==> src/rtl/llid_pkg.sv <==
`timescale 1ns / 1ps
// ----------------------------------------------------------------------------
// llid_pkg
// shared widths, codes and the command and status bundles between the
// sequencer and the list datapath
// ----------------------------------------------------------------------------
package llid_pkg;

  localparam int MAX_ENTRIES_DEF = 16;
  localparam int MAX_RESULTS     = 16;

  localparam int MODE_W  = 2;
  localparam int POS_W   = 8;
  localparam int VAL_W   = 32;
  localparam int ST_W    = 2;
  localparam int COUNT_W = 5;
  localparam int CMP_W   = POS_W + 1;

  localparam int IN_TDATA_W  = 48;
  localparam int OUT_FIELD_W = ST_W + VAL_W + COUNT_W;
  localparam int OUT_TDATA_W = 40;
  localparam int OUT_PAD_W   = OUT_TDATA_W - OUT_FIELD_W;

  localparam logic [MODE_W-1:0] MODE_INSERT   = 2'd0;
  localparam logic [MODE_W-1:0] MODE_DELETE   = 2'd1;
  localparam logic [MODE_W-1:0] MODE_TRAVERSE = 2'd2;

  localparam logic [ST_W-1:0] ST_OK    = 2'd0;
  localparam logic [ST_W-1:0] ST_FULL  = 2'd1;
  localparam logic [ST_W-1:0] ST_RANGE = 2'd2;
  localparam logic [ST_W-1:0] ST_EMPTY = 2'd3;

  typedef struct packed {
    logic            load_in;
    logic            st_load;
    logic [ST_W-1:0] st_code;
    logic            steps_ins;
    logic            steps_del;
    logic            steps_trav;
    logic            walk_rd;
    logic            pop_rd;
    logic            pop_take;
    logic            alloc_new;
    logic            ins_head;
    logic            ins_w1;
    logic            ins_w2;
    logic            del_w1;
    logic            del_free;
    logic            res_load;
    logic            trav_emit;
  } cmd_t;

  typedef struct packed {
    logic [MODE_W-1:0] mode;
    logic              full;
    logic              ins_range;
    logic              del_range;
    logic              len_zero;
    logic              pos_zero;
    logic              free_avail;
    logic              steps_one;
    logic              steps_zero;
    logic              out_free;
  } stat_t;

endpackage

==> src/rtl/llid_ctrl.sv <==
`timescale 1ns / 1ps
// ----------------------------------------------------------------------------
// llid_ctrl
// sequencer for insert, delete and traverse requests over the linked store
// ----------------------------------------------------------------------------
module llid_ctrl (
  input  logic            clk,
  input  logic            rst_n,
  input  logic            in_tvalid,
  output logic            in_tready,
  input  llid_pkg::stat_t st,
  output llid_pkg::cmd_t  cmd
);
  import llid_pkg::*;

  typedef enum logic [13:0] {
    S_IDLE       = 14'h0001,
    S_DECODE     = 14'h0002,
    S_POP_RD     = 14'h0004,
    S_POP_TAKE   = 14'h0008,
    S_INS_PLACE  = 14'h0010,
    S_INS_WALK   = 14'h0020,
    S_INS_W1     = 14'h0040,
    S_INS_W2     = 14'h0080,
    S_DEL_WALK   = 14'h0100,
    S_DEL_W1     = 14'h0200,
    S_DEL_FREE   = 14'h0400,
    S_TRAV_FIRST = 14'h0800,
    S_TRAV_EMIT  = 14'h1000,
    S_RESULT     = 14'h2000
  } state_t;

  state_t state_r, state_nxt;

  assign in_tready = (state_r == S_IDLE);

  always_comb begin
    cmd       = '0;
    state_nxt = state_r;
    case (state_r)
      S_IDLE: begin
        if (in_tvalid) begin
          cmd.load_in = 1'b1;
          state_nxt   = S_DECODE;
        end
      end
      S_DECODE: begin
        case (st.mode)
          MODE_INSERT: begin
            if (st.full) begin
              cmd.st_load = 1'b1;
              cmd.st_code = ST_FULL;
              state_nxt   = S_RESULT;
            end else if (st.ins_range) begin
              cmd.st_load = 1'b1;
              cmd.st_code = ST_RANGE;
              state_nxt   = S_RESULT;
            end else begin
              cmd.steps_ins = 1'b1;
              if (st.free_avail) begin
                state_nxt = S_POP_RD;
              end else begin
                cmd.alloc_new = 1'b1;
                state_nxt     = S_INS_PLACE;
              end
            end
          end
          MODE_DELETE: begin
            if (st.len_zero) begin
              cmd.st_load = 1'b1;
              cmd.st_code = ST_EMPTY;
              state_nxt   = S_RESULT;
            end else if (st.del_range) begin
              cmd.st_load = 1'b1;
              cmd.st_code = ST_RANGE;
              state_nxt   = S_RESULT;
            end else begin
              cmd.steps_del = 1'b1;
              state_nxt     = S_DEL_WALK;
            end
          end
          MODE_TRAVERSE: begin
            if (st.len_zero) begin
              cmd.st_load = 1'b1;
              cmd.st_code = ST_EMPTY;
              state_nxt   = S_RESULT;
            end else begin
              cmd.steps_trav = 1'b1;
              state_nxt      = S_TRAV_FIRST;
            end
          end
          default: begin
            cmd.st_load = 1'b1;
            cmd.st_code = ST_OK;
            state_nxt   = S_RESULT;
          end
        endcase
      end
      S_POP_RD: begin
        cmd.pop_rd = 1'b1;
        state_nxt  = S_POP_TAKE;
      end
      S_POP_TAKE: begin
        cmd.pop_take = 1'b1;
        state_nxt    = S_INS_PLACE;
      end
      S_INS_PLACE: begin
        if (st.len_zero || st.pos_zero) begin
          cmd.ins_head = 1'b1;
          cmd.st_load  = 1'b1;
          cmd.st_code  = ST_OK;
          state_nxt    = S_RESULT;
        end else begin
          state_nxt = S_INS_WALK;
        end
      end
      S_INS_WALK: begin
        cmd.walk_rd = 1'b1;
        if (st.steps_one) begin
          state_nxt = S_INS_W1;
        end
      end
      S_INS_W1: begin
        cmd.ins_w1 = 1'b1;
        state_nxt  = S_INS_W2;
      end
      S_INS_W2: begin
        cmd.ins_w2  = 1'b1;
        cmd.st_load = 1'b1;
        cmd.st_code = ST_OK;
        state_nxt   = S_RESULT;
      end
      S_DEL_WALK: begin
        cmd.walk_rd = 1'b1;
        if (st.steps_one) begin
          state_nxt = st.pos_zero ? S_DEL_FREE : S_DEL_W1;
        end
      end
      S_DEL_W1: begin
        cmd.del_w1 = 1'b1;
        state_nxt  = S_DEL_FREE;
      end
      S_DEL_FREE: begin
        cmd.del_free = 1'b1;
        cmd.st_load  = 1'b1;
        cmd.st_code  = ST_OK;
        state_nxt    = S_RESULT;
      end
      S_TRAV_FIRST: begin
        cmd.walk_rd = 1'b1;
        state_nxt   = S_TRAV_EMIT;
      end
      S_TRAV_EMIT: begin
        if (st.out_free) begin
          cmd.trav_emit = 1'b1;
          if (st.steps_zero) begin
            state_nxt = S_IDLE;
          end else begin
            cmd.walk_rd = 1'b1;
          end
        end
      end
      S_RESULT: begin
        if (st.out_free) begin
          cmd.res_load = 1'b1;
          state_nxt    = S_IDLE;
        end
      end
      default: begin
        state_nxt = S_IDLE;
      end
    endcase
  end

  always_ff @(posedge clk) begin
    if (!rst_n) begin
      state_r <= S_IDLE;
    end else begin
      state_r <= state_nxt;
    end
  end

endmodule

==> src/rtl/llid_dp.sv <==
`timescale 1ns / 1ps
// ----------------------------------------------------------------------------
// llid_dp
// entry and link memories, free list, list registers and result register
// ----------------------------------------------------------------------------
module llid_dp #(
  parameter int MAX_ENTRIES = llid_pkg::MAX_ENTRIES_DEF
) (
  input  logic                             clk,
  input  logic                             rst_n,
  input  logic [llid_pkg::IN_TDATA_W-1:0]  in_tdata,
  input  llid_pkg::cmd_t                   cmd,
  output llid_pkg::stat_t                  st,
  output logic                             out_tvalid,
  input  logic                             out_tready,
  output logic [llid_pkg::OUT_TDATA_W-1:0] out_tdata,
  output logic                             out_tlast
);
  import llid_pkg::*;

  localparam int SW = (MAX_ENTRIES > 1) ? $clog2(MAX_ENTRIES) : 1;
  localparam int CW = $clog2(MAX_ENTRIES + 1);
  localparam int NW = (CW > COUNT_W) ? CW : COUNT_W;

  logic [VAL_W-1:0] entry_mem [MAX_ENTRIES];
  logic [SW-1:0]    link_mem  [MAX_ENTRIES];

  logic [MODE_W-1:0] mode_r;
  logic [POS_W-1:0]  pos_r;
  logic [VAL_W-1:0]  val_r;
  logic [ST_W-1:0]   st_r;

  logic [CW-1:0] len_r;
  logic [CW-1:0] hwm_r;
  logic [SW-1:0] head_r;
  logic [SW-1:0] fhead_r;
  logic [SW-1:0] ns_r;
  logic [SW-1:0] addr1_r;
  logic [SW-1:0] addr2_r;
  logic [NW-1:0] steps_r;
  logic          first_r;

  logic [SW-1:0]    link_q_r;
  logic [VAL_W-1:0] entry_q_r;

  logic               out_valid_r;
  logic [ST_W-1:0]    out_st_r;
  logic [VAL_W-1:0]   out_val_r;
  logic               out_last_r;
  logic [COUNT_W-1:0] out_cnt_r;

  logic             out_free;
  logic [SW-1:0]    walk_addr;
  logic             link_re;
  logic [SW-1:0]    link_raddr;
  logic             link_we;
  logic [SW-1:0]    link_waddr;
  logic [SW-1:0]    link_wdata;
  logic             entry_we;
  logic [NW-1:0]    trav_n;

  assign out_free  = !out_valid_r || out_tready;
  assign walk_addr = first_r ? head_r : link_q_r;
  assign trav_n    = (CMP_W'(len_r) > CMP_W'(MAX_RESULTS)) ? NW'(MAX_RESULTS) : NW'(len_r);

  always_comb begin
    st            = '0;
    st.mode       = mode_r;
    st.full       = CMP_W'(len_r) >= CMP_W'(MAX_ENTRIES);
    st.len_zero   = (len_r == '0);
    st.pos_zero   = (pos_r == '0);
    st.ins_range  = !st.len_zero && (CMP_W'(pos_r) > CMP_W'(len_r));
    st.del_range  = CMP_W'(pos_r) >= CMP_W'(len_r);
    st.free_avail = (hwm_r != len_r);
    st.steps_one  = (steps_r == NW'(1));
    st.steps_zero = (steps_r == '0);
    st.out_free   = out_free;
  end

  // link memory port selection
  always_comb begin
    link_re    = cmd.walk_rd || cmd.pop_rd;
    link_raddr = cmd.pop_rd ? fhead_r : walk_addr;
    link_we    = 1'b0;
    link_waddr = ns_r;
    link_wdata = head_r;
    if (cmd.ins_head) begin
      link_we    = 1'b1;
      link_waddr = ns_r;
      link_wdata = head_r;
    end else if (cmd.ins_w1) begin
      link_we    = 1'b1;
      link_waddr = ns_r;
      link_wdata = link_q_r;
    end else if (cmd.ins_w2) begin
      link_we    = 1'b1;
      link_waddr = addr1_r;
      link_wdata = ns_r;
    end else if (cmd.del_w1) begin
      link_we    = 1'b1;
      link_waddr = addr2_r;
      link_wdata = link_q_r;
    end else if (cmd.del_free) begin
      link_we    = 1'b1;
      link_waddr = addr1_r;
      link_wdata = fhead_r;
    end
  end

  assign entry_we = cmd.ins_head || cmd.ins_w1;

  always_ff @(posedge clk) begin
    if (link_we) begin
      link_mem[link_waddr] <= link_wdata;
    end
    if (link_re) begin
      link_q_r <= link_mem[link_raddr];
    end
  end

  always_ff @(posedge clk) begin
    if (entry_we) begin
      entry_mem[ns_r] <= val_r;
    end
    if (cmd.walk_rd) begin
      entry_q_r <= entry_mem[walk_addr];
    end
  end

  // request fields and walk bookkeeping
  always_ff @(posedge clk) begin
    if (cmd.load_in) begin
      mode_r <= in_tdata[MODE_W-1:0];
      pos_r  <= in_tdata[MODE_W +: POS_W];
      val_r  <= in_tdata[MODE_W+POS_W +: VAL_W];
    end
    if (cmd.st_load) begin
      st_r <= cmd.st_code;
    end
    if (cmd.alloc_new) begin
      ns_r <= SW'(hwm_r);
    end else if (cmd.pop_take) begin
      ns_r <= fhead_r;
    end
    if (cmd.steps_ins) begin
      steps_r <= NW'(pos_r);
      first_r <= 1'b1;
    end else if (cmd.steps_del) begin
      steps_r <= NW'(pos_r) + NW'(1);
      first_r <= 1'b1;
    end else if (cmd.steps_trav) begin
      steps_r <= trav_n;
      first_r <= 1'b1;
    end else if (cmd.walk_rd) begin
      steps_r <= steps_r - NW'(1);
      first_r <= 1'b0;
      addr1_r <= walk_addr;
      addr2_r <= addr1_r;
    end
  end

  // list registers and free list
  always_ff @(posedge clk) begin
    if (!rst_n) begin
      len_r   <= '0;
      hwm_r   <= '0;
      head_r  <= '0;
      fhead_r <= '0;
    end else begin
      if (cmd.alloc_new) begin
        hwm_r <= hwm_r + CW'(1);
      end
      if (cmd.pop_take) begin
        fhead_r <= link_q_r;
      end else if (cmd.del_free) begin
        fhead_r <= addr1_r;
      end
      if (cmd.ins_head) begin
        head_r <= ns_r;
      end else if (cmd.del_free && (pos_r == '0)) begin
        head_r <= link_q_r;
      end
      if (cmd.ins_head || cmd.ins_w2) begin
        len_r <= len_r + CW'(1);
      end else if (cmd.del_free) begin
        len_r <= len_r - CW'(1);
      end
    end
  end

  // result register
  always_ff @(posedge clk) begin
    if (!rst_n) begin
      out_valid_r <= 1'b0;
    end else if (cmd.res_load || cmd.trav_emit) begin
      out_valid_r <= 1'b1;
    end else if (out_tready) begin
      out_valid_r <= 1'b0;
    end
  end

  always_ff @(posedge clk) begin
    if (cmd.res_load) begin
      out_st_r   <= st_r;
      out_val_r  <= '0;
      out_last_r <= 1'b1;
      out_cnt_r  <= COUNT_W'(len_r);
    end else if (cmd.trav_emit) begin
      out_st_r   <= ST_OK;
      out_val_r  <= entry_q_r;
      out_last_r <= (steps_r == '0);
      out_cnt_r  <= COUNT_W'(len_r);
    end
  end

  assign out_tvalid = out_valid_r;
  assign out_tlast  = out_last_r;
  assign out_tdata  = {{OUT_PAD_W{1'b0}}, out_cnt_r, out_val_r, out_st_r};

`ifndef ASSERT_OFF
  a_len_bound: assert property (@(posedge clk) disable iff (!rst_n)
    CMP_W'(len_r) <= CMP_W'(MAX_ENTRIES))
    else $error("list length beyond store size");

  a_hwm_cover: assert property (@(posedge clk) disable iff (!rst_n)
    hwm_r >= len_r)
    else $error("slots in use exceed slots ever allocated");

  a_load_free: assert property (@(posedge clk) disable iff (!rst_n)
    (cmd.res_load || cmd.trav_emit) |-> out_free)
    else $error("result register overwritten while held");

  a_walk_steps: assert property (@(posedge clk) disable iff (!rst_n)
    (cmd.walk_rd && !first_r) |-> (steps_r != '0))
    else $error("link walk past its step count");
`endif

endmodule

==> src/rtl/linked_list_insert_delete_at_index_unit.sv <==
`timescale 1ns / 1ps
// ----------------------------------------------------------------------------
// linked_list_insert_delete_at_index_unit
// bounded ordered list of signed 32-bit values held as linked slots
// ----------------------------------------------------------------------------
// in_*  : one request beat, in_tdata = mode, position, value (low bits first)
//         mode 0 inserts before position, 1 deletes at position, 2 traverses
// out_* : result beats, out_tdata = status, entry_value, entry_count;
//         out_tlast marks the final result of a request
// insert and delete give one beat, traverse one beat per entry (up to 16)
// or a single empty beat; errors (full, out of range, empty) change nothing
// an insert takes a freed slot from the free list or else a new slot, then links
// it in at the head, or walks the links to its position and writes the new slot's
// link and then its predecessor's; a delete walks to its position, relinks the
// predecessor unless at the head and returns the slot to the free list; a traverse
// reads the head, then loads a beat per entry; errors and the spare mode give the status
// beat directly; walks read one link per cycle, stalled in traverse by a held result
// the next request is taken in the cycle after the final beat is loaded
// one request at a time; in_tready is high only between requests
// a held result stalls the next result load until out_tready takes it
// reset empties the list at once; no clearing pass is needed
// ----------------------------------------------------------------------------
module linked_list_insert_delete_at_index_unit #(
  parameter int MAX_ENTRIES = llid_pkg::MAX_ENTRIES_DEF
) (
  input  logic                             clk,
  input  logic                             rst_n,
  input  logic                             in_tvalid,
  output logic                             in_tready,
  input  logic [llid_pkg::IN_TDATA_W-1:0]  in_tdata,   // mode, position, value
  output logic                             out_tvalid,
  input  logic                             out_tready,
  output logic [llid_pkg::OUT_TDATA_W-1:0] out_tdata,  // status, entry_value, entry_count
  output logic                             out_tlast
);
  import llid_pkg::*;

  cmd_t  cmd;
  stat_t st;

  llid_ctrl u_ctrl (
    .clk       (clk),
    .rst_n     (rst_n),
    .in_tvalid (in_tvalid),
    .in_tready (in_tready),
    .st        (st),
    .cmd       (cmd)
  );

  llid_dp #(
    .MAX_ENTRIES (MAX_ENTRIES)
  ) u_dp (
    .clk        (clk),
    .rst_n      (rst_n),
    .in_tdata   (in_tdata),
    .cmd        (cmd),
    .st         (st),
    .out_tvalid (out_tvalid),
    .out_tready (out_tready),
    .out_tdata  (out_tdata),
    .out_tlast  (out_tlast)
  );

endmodule
==> config.mk <==
export PLATFORM = sky130hd
export DESIGN_NAME = linked_list_insert_delete_at_index_unit
export DESIGN_NICKNAME = d
export VERILOG_FILES = /design/src/rtl/llid_pkg.sv /design/src/rtl/llid_ctrl.sv /design/src/rtl/llid_dp.sv /design/src/rtl/linked_list_insert_delete_at_index_unit.sv
export SDC_FILE = /design/constraint.sdc
export NUM_CORES = 1
export LEC_CHECK = 0
export BUFFER_PORTS_ARGS = -buffer_cell sky130_fd_sc_hd__buf_2
export CAP_MARGIN = 25
export CELL_PAD_IN_SITES_DETAIL_PLACEMENT = 0
export CELL_PAD_IN_SITES_GLOBAL_PLACEMENT = 1
export CORE_MARGIN = 3
export CORE_UTILIZATION = 46
export CTS_BUF_LIST = sky130_fd_sc_hd__clkbuf_4
export DETAILED_ROUTE_END_ITERATION = 6
export GPL_ROUTABILITY_DRIVEN = 1
export PLACE_DENSITY_LB_ADDON = 0.1
export SYNTH_ARGS = -nofsm -noshare
export SYNTH_HDL_FRONTEND = slang
export SYNTH_SLANG_ARGS = --single-unit
==> constraint.sdc <==
create_clock -name clk -period 4.9 [get_ports clk]
set_input_delay 0.98 -clock clk [delete_from_list [all_inputs] [get_ports clk]]
set_output_delay 0.98 -clock clk [all_outputs]
set_load 0.05 [all_outputs]
# ---- Yosys cells after proc, flatten, opt, wreduce, memory -nomap -nowiden
# Memory sizes are Yosys's and may differ from the RTL's. A register that Yosys moved wholly into a read port is not among the register bits.
# Cells that the tools add are included.
dict set report totals {
  reg_bits 135
  mem_bits_rw 576
  input_bits 52
  output_inout_bits 43
  wordCells 177
  memories 2
}
# name depth word_bits read_ports rd_clocked_by_memory_dff write_ports line
set mem_list {}
lappend mem_list {u_dp.entry_mem 16 32 1 1 1 llid_dp.sv:25} ;# logic [VAL_W-1:0] entry_mem [MAX_ENTRIES];
lappend mem_list {u_dp.link_mem 16 4 1 1 1 llid_dp.sv:26} ;# logic [SW-1:0] link_mem [MAX_ENTRIES];
dict set report op_classes {
  addsub 5
  order_cmp 4
  eq_ne 24
  mux 94
  bitwise_logic 3
  reduce_logical 26
}
# op n
set op_table {}
lappend op_table {{case mux 14 bit (13 select lines)} 1}
lappend op_table {{two-way mux 14 bit} 12}
lappend op_table {{two-way mux 4 bit} 18}
lappend op_table {{two-way mux 5 bit} 10}
lappend op_table {{case mux 14 bit (3 select lines)} 1}
lappend op_table {{two-way mux 1 bit} 39}
lappend op_table {{two-way mux 3 bit} 7}
lappend op_table {{case mux 3 bit (3 select lines)} 2}
lappend op_table {{adder 5 x 1 -> 5 bit, second input constant} 3}
lappend op_table {{== test 14 x 1 -> 1 bit, second input constant} 1}
lappend op_table {{== test 14 x 10 -> 1 bit, second input constant} 1}
lappend op_table {{== test 14 x 11 -> 1 bit, second input constant} 1}
lappend op_table {{== test 14 x 12 -> 1 bit, second input constant} 1}
lappend op_table {{== test 14 x 13 -> 1 bit, second input constant} 1}
lappend op_table {{== test 14 bit, second input constant} 1}
lappend op_table {{== test 14 x 2 -> 1 bit, second input constant} 1}
lappend op_table {{== test 14 x 3 -> 1 bit, second input constant} 1}
lappend op_table {{== test 14 x 4 -> 1 bit, second input constant} 1}
lappend op_table {{== test 14 x 5 -> 1 bit, second input constant} 1}
lappend op_table {{== test 14 x 6 -> 1 bit, second input constant} 1}
lappend op_table {{== test 14 x 7 -> 1 bit, second input constant} 1}
lappend op_table {{== test 14 x 8 -> 1 bit, second input constant} 1}
lappend op_table {{== test 14 x 9 -> 1 bit, second input constant} 1}
lappend op_table {{nonzero test 2 bit} 6}
lappend op_table {{26 further kinds} 43}

# ---- Logic depth before layout (Yosys ltp)
# Gate-level depths: netlist of the first run.
dict set report logic_depth {
  word_depth 10
  depth_mapped 15
  ltp_nobuf 13
}

# ---- Hierarchy
# Synthesis of the first run repeated with hierarchy kept, for this count alone.
dict set report unflattened {
  cells_unflattened 2363
  hier_area_um2 30242.8
}
# mod n_inst cells_per_inst area_per_inst_um2 seq_area_each_um2
set modules_own_cells {}
lappend modules_own_cells {llid_dp 1 2225 29092.9 21480.6}
lappend modules_own_cells {llid_ctrl 1 138 1149.9 280.3}

# ---- Least setup slack after synthesis of the first run
# No wires, ideal clock.
dict set report synth_timing {
  kind {reg-to-reg}
  from {reg u_dp.len_r[0]}
  to {mem u_dp.entry_mem[4][0], enable pin}
  setup_time_ns 0.502
  arrival_time_ns 4.607
  t_required_ns 4.398
  setup_slack_ns -0.208
  path_stages_with_launch 6
  path_buffers 0
  synth_period_minus_slack_ns 5.108
  path_cell_list {dfxtp_1 or4_1 nor2_4 o21a_1 o21ai_1 nor4_1}
}
dict set report synth_between {
  elab_chain_len 7
}
# element line
set synth_rtl {}
lappend synth_rtl {{start, declared} llid_dp.sv:33} ;# logic [CW-1:0] len_r;
lappend synth_rtl {{start signal, assigned} llid_dp.sv:184} ;# len_r <= len_r + CW'(1);
lappend synth_rtl {{start signal, assigned} llid_dp.sv:186} ;# len_r <= len_r - CW'(1);
lappend synth_rtl {{logical NOT 5 bit} llid_dp.sv:70} ;# st.len_zero = (len_r == '0);
lappend synth_rtl {{logical OR 1 bit} llid_ctrl.sv:108} ;# if (st.len_zero || st.pos_zero) begin
lappend synth_rtl {{two-way mux 1 bit} llid_ctrl.sv:108}
lappend synth_rtl {{two-way mux 1 bit} llid_ctrl.sv:40} ;# case (state_r)
lappend synth_rtl {{logical OR 1 bit} llid_dp.sv:110} ;# assign entry_we = cmd.ins_head || cmd.ins_w1;
lappend synth_rtl {{two-way mux 1 bit} llid_dp.sv:122} ;# if (entry_we) begin
lappend synth_rtl {{two-way mux 1 bit (not written as such)} llid_dp.sv:123} ;# entry_mem[ns_r] <= val_r;
lappend synth_rtl {{end, declared} llid_dp.sv:25}
# Every way passes these cells.

# ---- Worst setup path in the final report of the first run
dict set report layout_timing {
  from {reg u_ctrl.state_r[13]}
  to {out in_tready}
}
dict set report layout_between {
  elab_chain_len 1
}
# element line
set layout_rtl {}
lappend layout_rtl {{start, declared} llid_ctrl.sv:33} ;# state_t state_r, state_nxt;
lappend layout_rtl {{start signal, assigned} llid_ctrl.sv:179} ;# state_r <= state_nxt;
lappend layout_rtl {{== test 14 x 1 -> 1 bit} llid_ctrl.sv:35} ;# assign in_tready = (state_r == S_IDLE);
lappend layout_rtl {{end, declared} linked_list_insert_delete_at_index_unit.sv:29} ;# output logic in_tready,
# Every way passes these cells.

==> results of run 1 <==
[through the flow]
stage	instance area, µm²	power [W]
global route	34900	0.0139
floorplan	30900	0.00780
detailed placement	32400	0.00809
global placement	32400	0.00807
CTS	34900	0.0134
finish	34900	0.0133
[worst max-delay path: stages, from the launching register on]
cell and delay [ns]:
dfxtp_1 0.41, nor4_4 0.73, nand4_1 0.37, inv_1 0.22, buf_2 0.29
[synth_stat cells (8+ instances only)]
master	number
buf_2	64
nor4b_1	8
dfxtp_1	67
buf_1	15
mux2i_1	33
nor3_1	26
mux4_2	16
a311oi_1	72
clkbuf_1	74
nand2_1	661
nand4_1	12
inv_1	21
a31oi_1	34
a22oi_1	8
nand3_1	291
a21oi_1	69
o21ai_0	17
a21o_1	8
nor2_1	69
xnor2_1	10
and3_1	41
ha_1	14
edfxtp_1	680
[power by group through the flow]
| stage | registers, W | logic, W | clock network, W |
|---|---|---|---|
| 6_report | 0.00732 | 0.000630 | 0.00531 |
| 3_3_place_gp | 0.00745 | 0.000623 | 0 |
| 5_1_grt | 0.00734 | 0.000693 | 0.00586 |
| 4_1_cts | 0.00732 | 0.000635 | 0.00549 |
| 2_1_floorplan | 0.00739 | 0.000411 | 0 |
| 3_5_place_dp | 0.00746 | 0.000630 | 0 |
[cells by family (layout without fill, tap and decap cells)]
kind of cell,Yosys count,after routing,synth area share [%]
and+or+nand+nor,1168,1168,17.2
DFF,747,747,70.5
AOI/OAI and AO/OA,258,258,5.85
buffers and inverters,185,502,2.66
muxes,60,60,2.68
xor gates and xnor gates,17,17,0.482
adders and majority gates,15,15,0.632
other,1,5,0.0122
[flip-flops by register name, indices dropped and copies added, names as in the netlist, 4 cells and up]
name / count
u_dp.link_q_r: 4
u_ctrl.state_r: 14
u_dp.val_r: 32
u_dp.link_mem: 64
u_dp.len_r: 5
u_dp.out_val_r: 32
u_dp.ns_r: 4
u_dp.addr2_r: 4
u_dp.hwm_r: 5
u_dp.pos_r: 8
u_dp.fhead_r: 4
u_dp.steps_r: 5
u_dp.out_cnt_r: 5
u_dp.head_r: 4
u_dp.addr1_r: 4
u_dp.entry_q_r: 32
u_dp.entry_mem: 512
[path summary, 6_finish.rpt]
path	to	slack, ns	cells after the start
worst max-delay path	in_tready	0.92	4
worst min register to register	u_dp.out_val_r[8]	0.45	2
worst min-delay path	u_dp.val_r[29]	0.16	1
worst max register to register	u_dp.entry_mem[7][17]	1.15	6
[final cells by class]
cell class / count / area share [%]
multi-input cells: 1519 / 24.3
well taps: 864 / 3.10
clock buffers: 276 / 5.94
inverters: 24 / 0.287
repair buffers: 145 / 2.93
flip-flops and latches: 747 / 62.4
clock inverters: 57 / 1.08
diodes: 4 / 0.0287
[per-layer routing]
layer | up-vias | wire length (µm) | global-route usage (%) | share of wire [%]
li1 | 9521 | - | - | -
met1 | 10000 | 35000 | 30.8 | 44
met2 | 632 | 38100 | 36.7 | 48
met3 | 133 | 4630 | 4.80 | 5.8
met4 | 0 | 2090 | 8.48 | 2.6
met5 | - | 0 | 0 | 0
==> flow_metrics.py, run 1 <==
metrics = {
    "timing": {
        "period_share_pct": 81.3,
        "fin_ws_ns": 0.917,
        "finalSetupViolCount": 0,
        "worst_clock_skew_ns": 0.0552,
        "final_hold_viol_count": 0,
        "min_period_ns": 3.98,
        "hold_ws_ns": 0.157,
        "rsz0062_at_grt": "false",
        "tightest_slew_ns": 1.01,
        "relSlewSlack_pct": 32.0,
        "fmax_mhz": 251,
        "final.setup.tns_ns": 0,
        "final_max_slew_viol_count": 0,
    },
    "critical_path": {
        "startpoint": "u_ctrl.state_r[13]",
        "crit_type": "reg2out",
        "crit_path_start_kind": "flop",
        "worstSetupEndpointType": "output pin",
        "cp_max_fo": 11,
        "crit_required_ns": 3.92,
        "r2r_start": "u_ctrl.state_r[13]",
        "crit_arrival_ns": 3.00,
    },
    "synth": {
        "synth-seq-area-share_pct": 70.5,
        "synth_fp_nets": 2518,
        "syn_inst": 2451,
        "synth_largest_area_cell": "edfxtp_1",
        "syn_area_per_cell_um2": 12.6,
        "synth_top_area_share_pct": 66.2,
        "synth_top_flop_cell": "edfxtp_1",
        "synthTopCellsByArea": "edfxtp_1 (66%), nand2_1 (8.0%), nand3_1 (4.7%)",
        "ys_types": 73,
        "synth_area_um2": 30900,
        "synth_edf_count": 680,
        "async_reset_ff_share_pct": 0,
        "synth_seq_cells": 747,
        "yosys_warnings": 0,
    },
    "final_layout": {
        "multi_input_area_um2": 8470,
        "nets": 2693,
        "fill_cells": 5778,
        "final_common_cell": "edfxtp_1",
        "instances_no_fill": 3636,
        "finish.utilization_pct": 52.8,
        "seqCellArea_um2": 21800,
        "final_cell_mix": "edfxtp_1 (680), nand2_1 (661), nand3_1 (291)",
        "drive_gt1_share_pct": 18.2,
        "area_growth_pct": 13.0,
    },
    "route": {
        "routedWlPerCell_um": 22.0,
        "viasPerCell": 5.59,
        "vias": 20300,
        "drtPass1Iterations": 6,
        "initialDrtViolationCount": 1475,
        "route.antenna.remaining_nets": 0,
        "wl_um": 79800,
        "drcViolationCount": 0,
    },
    "placement": {
        "portBuffers": 87,
        "dp_hpwl_um": 42100,
        "place_congestion": 0.800,
        "placed_cells": 3293,
        "dpl_worst_slack_ns": 1.16,
    },
    "cts": {
        "root_buffer": "clkbuf_4",
        "clkLatencyLatePin_ns": 1.01,
        "cts_resized": 0,
        "cts_buffer_depth": 3,
        "cts_tree": "yes",
        "cts_sinks": 747,
        "postCtsSetupBuffers": 0,
        "htreeDepth": 4,
        "clkTransAtPathRegs_ns": 0.06,
        "ctsHoldBuffers": 6,
        "numCtsBuffers": 189,
    },
    "power_and_ir_drop": {
        "p_comb_share_pct": 4.7,
        "p_per_area_nw_per_um2": 380,
        "p_int_w": 0.0102,
        "peakVddDrop_mv": 0.214,
        "seq_power_share_pct": 55.2,
        "p_clk_share_pct": 40.0,
        "p_sw_w": 0.00309,
        "power_leakage_nw": 12.2,
        "p_sw_share_pct": 23.3,
    },
    "outcome": {
        "outcome": "completed",
    },
    "die": {
        "die_w_um": 265,
        "start_util_pct": 46.7,
        "core-area_um2": 66100,
        "io_pins": 95,
        "core.rowCount": 94,
        "fp.dieH_um": 265,
        "dieArea_um2": 70200,
    },
    "hold_path": {
        "min_from": "in_tdata[39]",
        "hp-class": "in2reg",
    },
    "global_route": {
        "grt_pass1_wl_um": 120000,
        "first_global_vias": 19900,
        "grt-ovfl-total": 0,
        "gr-usage-all-layers_pct": 22.8,
        "antenna_found_initial": 2,
        "grt_max_degree": 153,
    },
    "run": {
        "drv_cap": 0,
    },
}
(Power assumes the default switching activity.)
==> inputs of run 2 (changes only) <==
clock period = 3.8 ns   (was 4.9 ns; I/O delays follow)
==> run 2 against run 1 <==
Final area up 2.4%. Combinational power is 39% higher. Hold slack improved by 0.020 ns. Utilization grew 1.3 points. Clock-buffer cell count rose by 9. Critical endpoint unchanged. Worst setup slack worse by 0.72 ns. Critical path type unchanged. Highest routed layer unchanged. Sequential power grew 29%.
==> flow_metrics.py, run 2 (same netlist as run 1, synthesis figures left out) <==
metrics = {
    "hold_path": {
        "hp-class": "in2reg",
    },
    "critical_path": {
        "slowest_stage": "dfxtp_1",
        "crit_arrival_ns": 2.84,
        "crit_type": "reg2out",
        "crit_path_start_kind": "flop",
        "cpPeakStageDelay_ns": 0.41,
        "cp_max_fo": 21,
        "crit_chain": "nor4_4 > buf_4 > nand4_1 > inv_1 > buf_2",
        "worst_path_dominant_cell_family": "buffers and inverters",
        "critPathBufInv": 3,
        "crit_required_ns": 3.04,
        "worstSetupEndpointType": "output pin",
    },
    "cts": {
        "numCtsBuffers": 190,
        "root_buffer": "clkbuf_4",
        "htreeDepth": 4,
        "clkTransAtPathRegs_ns": 0.06,
        "cts_buffer_depth": 3,
        "cts_sinks": 747,
        "cts_tree": "yes",
        "cts_resized": 0,
        "clkLatencyLatePin_ns": 1.01,
    },
    "power_and_ir_drop": {
        "p_clk_share_pct": 39.9,
        "seq_power_share_pct": 55.0,
        "p_sw_w": 0.00403,
        "power_leakage_nw": 12.6,
        "p_sw_share_pct": 23.5,
        "p_int_w": 0.0131,
        "p_comb_share_pct": 5.1,
        "p_per_area_nw_per_um2": 480,
        "peakVddDrop_mv": 0.273,
    },
    "route": {
        "vias": 20700,
        "drtPass1Iterations": 5,
        "route.antenna.remaining_nets": 0,
        "initialDrtViolationCount": 1607,
        "drcViolationCount": 0,
        "routedWlPerCell_um": 21.7,
        "viasPerCell": 5.58,
        "wl_um": 80500,
    },
    "die": {
        "start_util_pct": 46.7,
        "die_w_um": 265,
        "dieArea_um2": 70200,
        "core.rowCount": 94,
        "fp.dieH_um": 265,
        "core-area_um2": 66100,
        "io_pins": 95,
    },
    "final_layout": {
        "top_register": "u_dp.entry_mem",
        "finish.utilization_pct": 54.1,
        "area_growth_pct": 15.8,
        "largest_registers": "u_dp.entry_mem (512), u_dp.link_mem (64)",
        "largest_register_ffs": 512,
        "final_common_cell": "edfxtp_1",
        "nets": 2757,
        "drive_gt1_share_pct": 19.0,
        "final_cell_mix": "edfxtp_1 (680), nand2_1 (661), nand3_1 (291)",
    },
    "placement": {
        "place_congestion": 0.803,
        "dp_hpwl_um": 43900,
        "portBuffers": 87,
    },
    "global_route": {
        "first_global_vias": 20500,
        "grt_max_degree": 112,
        "grt_pass1_wl_um": 122000,
        "gr-usage-all-layers_pct": 23.0,
        "grt-ovfl-total": 0,
        "antenna_found_initial": 2,
    },
    "outcome": {
        "outcome": "completed",
    },
    "timing": {
        "worst_clock_skew_ns": 0.0470,
        "relSlewSlack_pct": 33.6,
        "period_share_pct": 94.8,
        "min_period_ns": 3.60,
        "finalSetupViolCount": 0,
        "fmax_mhz": 278,
        "final_hold_viol_count": 0,
        "final.setup.tns_ns": 0,
        "tightest_slew_ns": 0.989,
        "rsz0062_at_grt": "false",
        "final_max_slew_viol_count": 0,
    },
    "run": {
        "drv_cap": 0,
    },
}
[run 2: repair_timing]
item | in CTS | in global routing
hold buffers | 43 | 0
endpoints found under the hold margin | 46 | 0
setup buffers | 0 | 0
[run 2: routing by layer]
layer	share of wire [%]	vias up	track usage, %	routed length, µm
met4	2.6	0	8.55	2100
met3	6.2	150	4.52	4970
met1	44	10200	31.3	35100
li1	-	9676	-	-
met5	0	-	0	0
met2	48	665	36.9	38300
[run 2: final timing paths]
kind	from	end	cells after the start	slack, ns
min	in_tvalid	u_ctrl.state_r[0]	3	0.18
min reg2reg	u_dp.out_val_r[2]	u_dp.out_val_r[2]	2	0.45
max reg2reg	u_dp.len_r[1]	u_dp.entry_mem[15][1]	7	0.46
max	u_ctrl.state_r[13]	in_tready	5	0.20
[run 2: metrics by stage]
| stage | power, W | instance area, µm² | hold slack, ns | instances | worst slack, ns |
|---|---|---|---|---|---|
| 2_1_floorplan | 0.0101 | 30900 | 0.403 | 2451 | -0.468 |
| 3_3_place_gp | 0.0104 | 32800 | 0.438 | 3318 | 0.532 |
| 3_5_place_dp | 0.0105 | 32800 | 0.444 | 3318 | 0.493 |
| 4_1_cts | 0.0174 | 35700 | 0.0558 | 3707 | 0.0757 |
| 5_1_grt | 0.0179 | 35700 | 0.0791 | 3712 | 0.0149 |
| 6_report | 0.0172 | 35700 | 0.177 | 3713 | 0.199 |
[run 2: cell type report]
type                    count  area, µm²
flip-flops and latches    747      21800
diodes                      5       12.5
multi-input cells        1519       8480
inverters                  24        100
well taps                 864       1080
clock inverters            61        340
clock buffers             285       2140
repair buffers            208       1820
fillers                  5639      30400
[run 2: worst register-to-register path: stages (launching register included)]
cell and delay [ns]:
dfxtp_1 0.40, or4_1 0.67, nor2_4 0.24, o21ai_1 0.23, a21boi_1 0.48, nand2_1 0.35
nor2_4 0.23, buf_4 0.37
[run 2: power by group through the flow]
stage	sequential [W]	clock (W)	combinational [W]
5_1_grt	0.00947	0.00753	0.000957
6_report	0.00944	0.00685	0.000873
3_3_place_gp	0.00960	0	0.000837
2_1_floorplan	0.00953	0	0.000530
3_5_place_dp	0.00962	0	0.000847
4_1_cts	0.00944	0.00708	0.000884
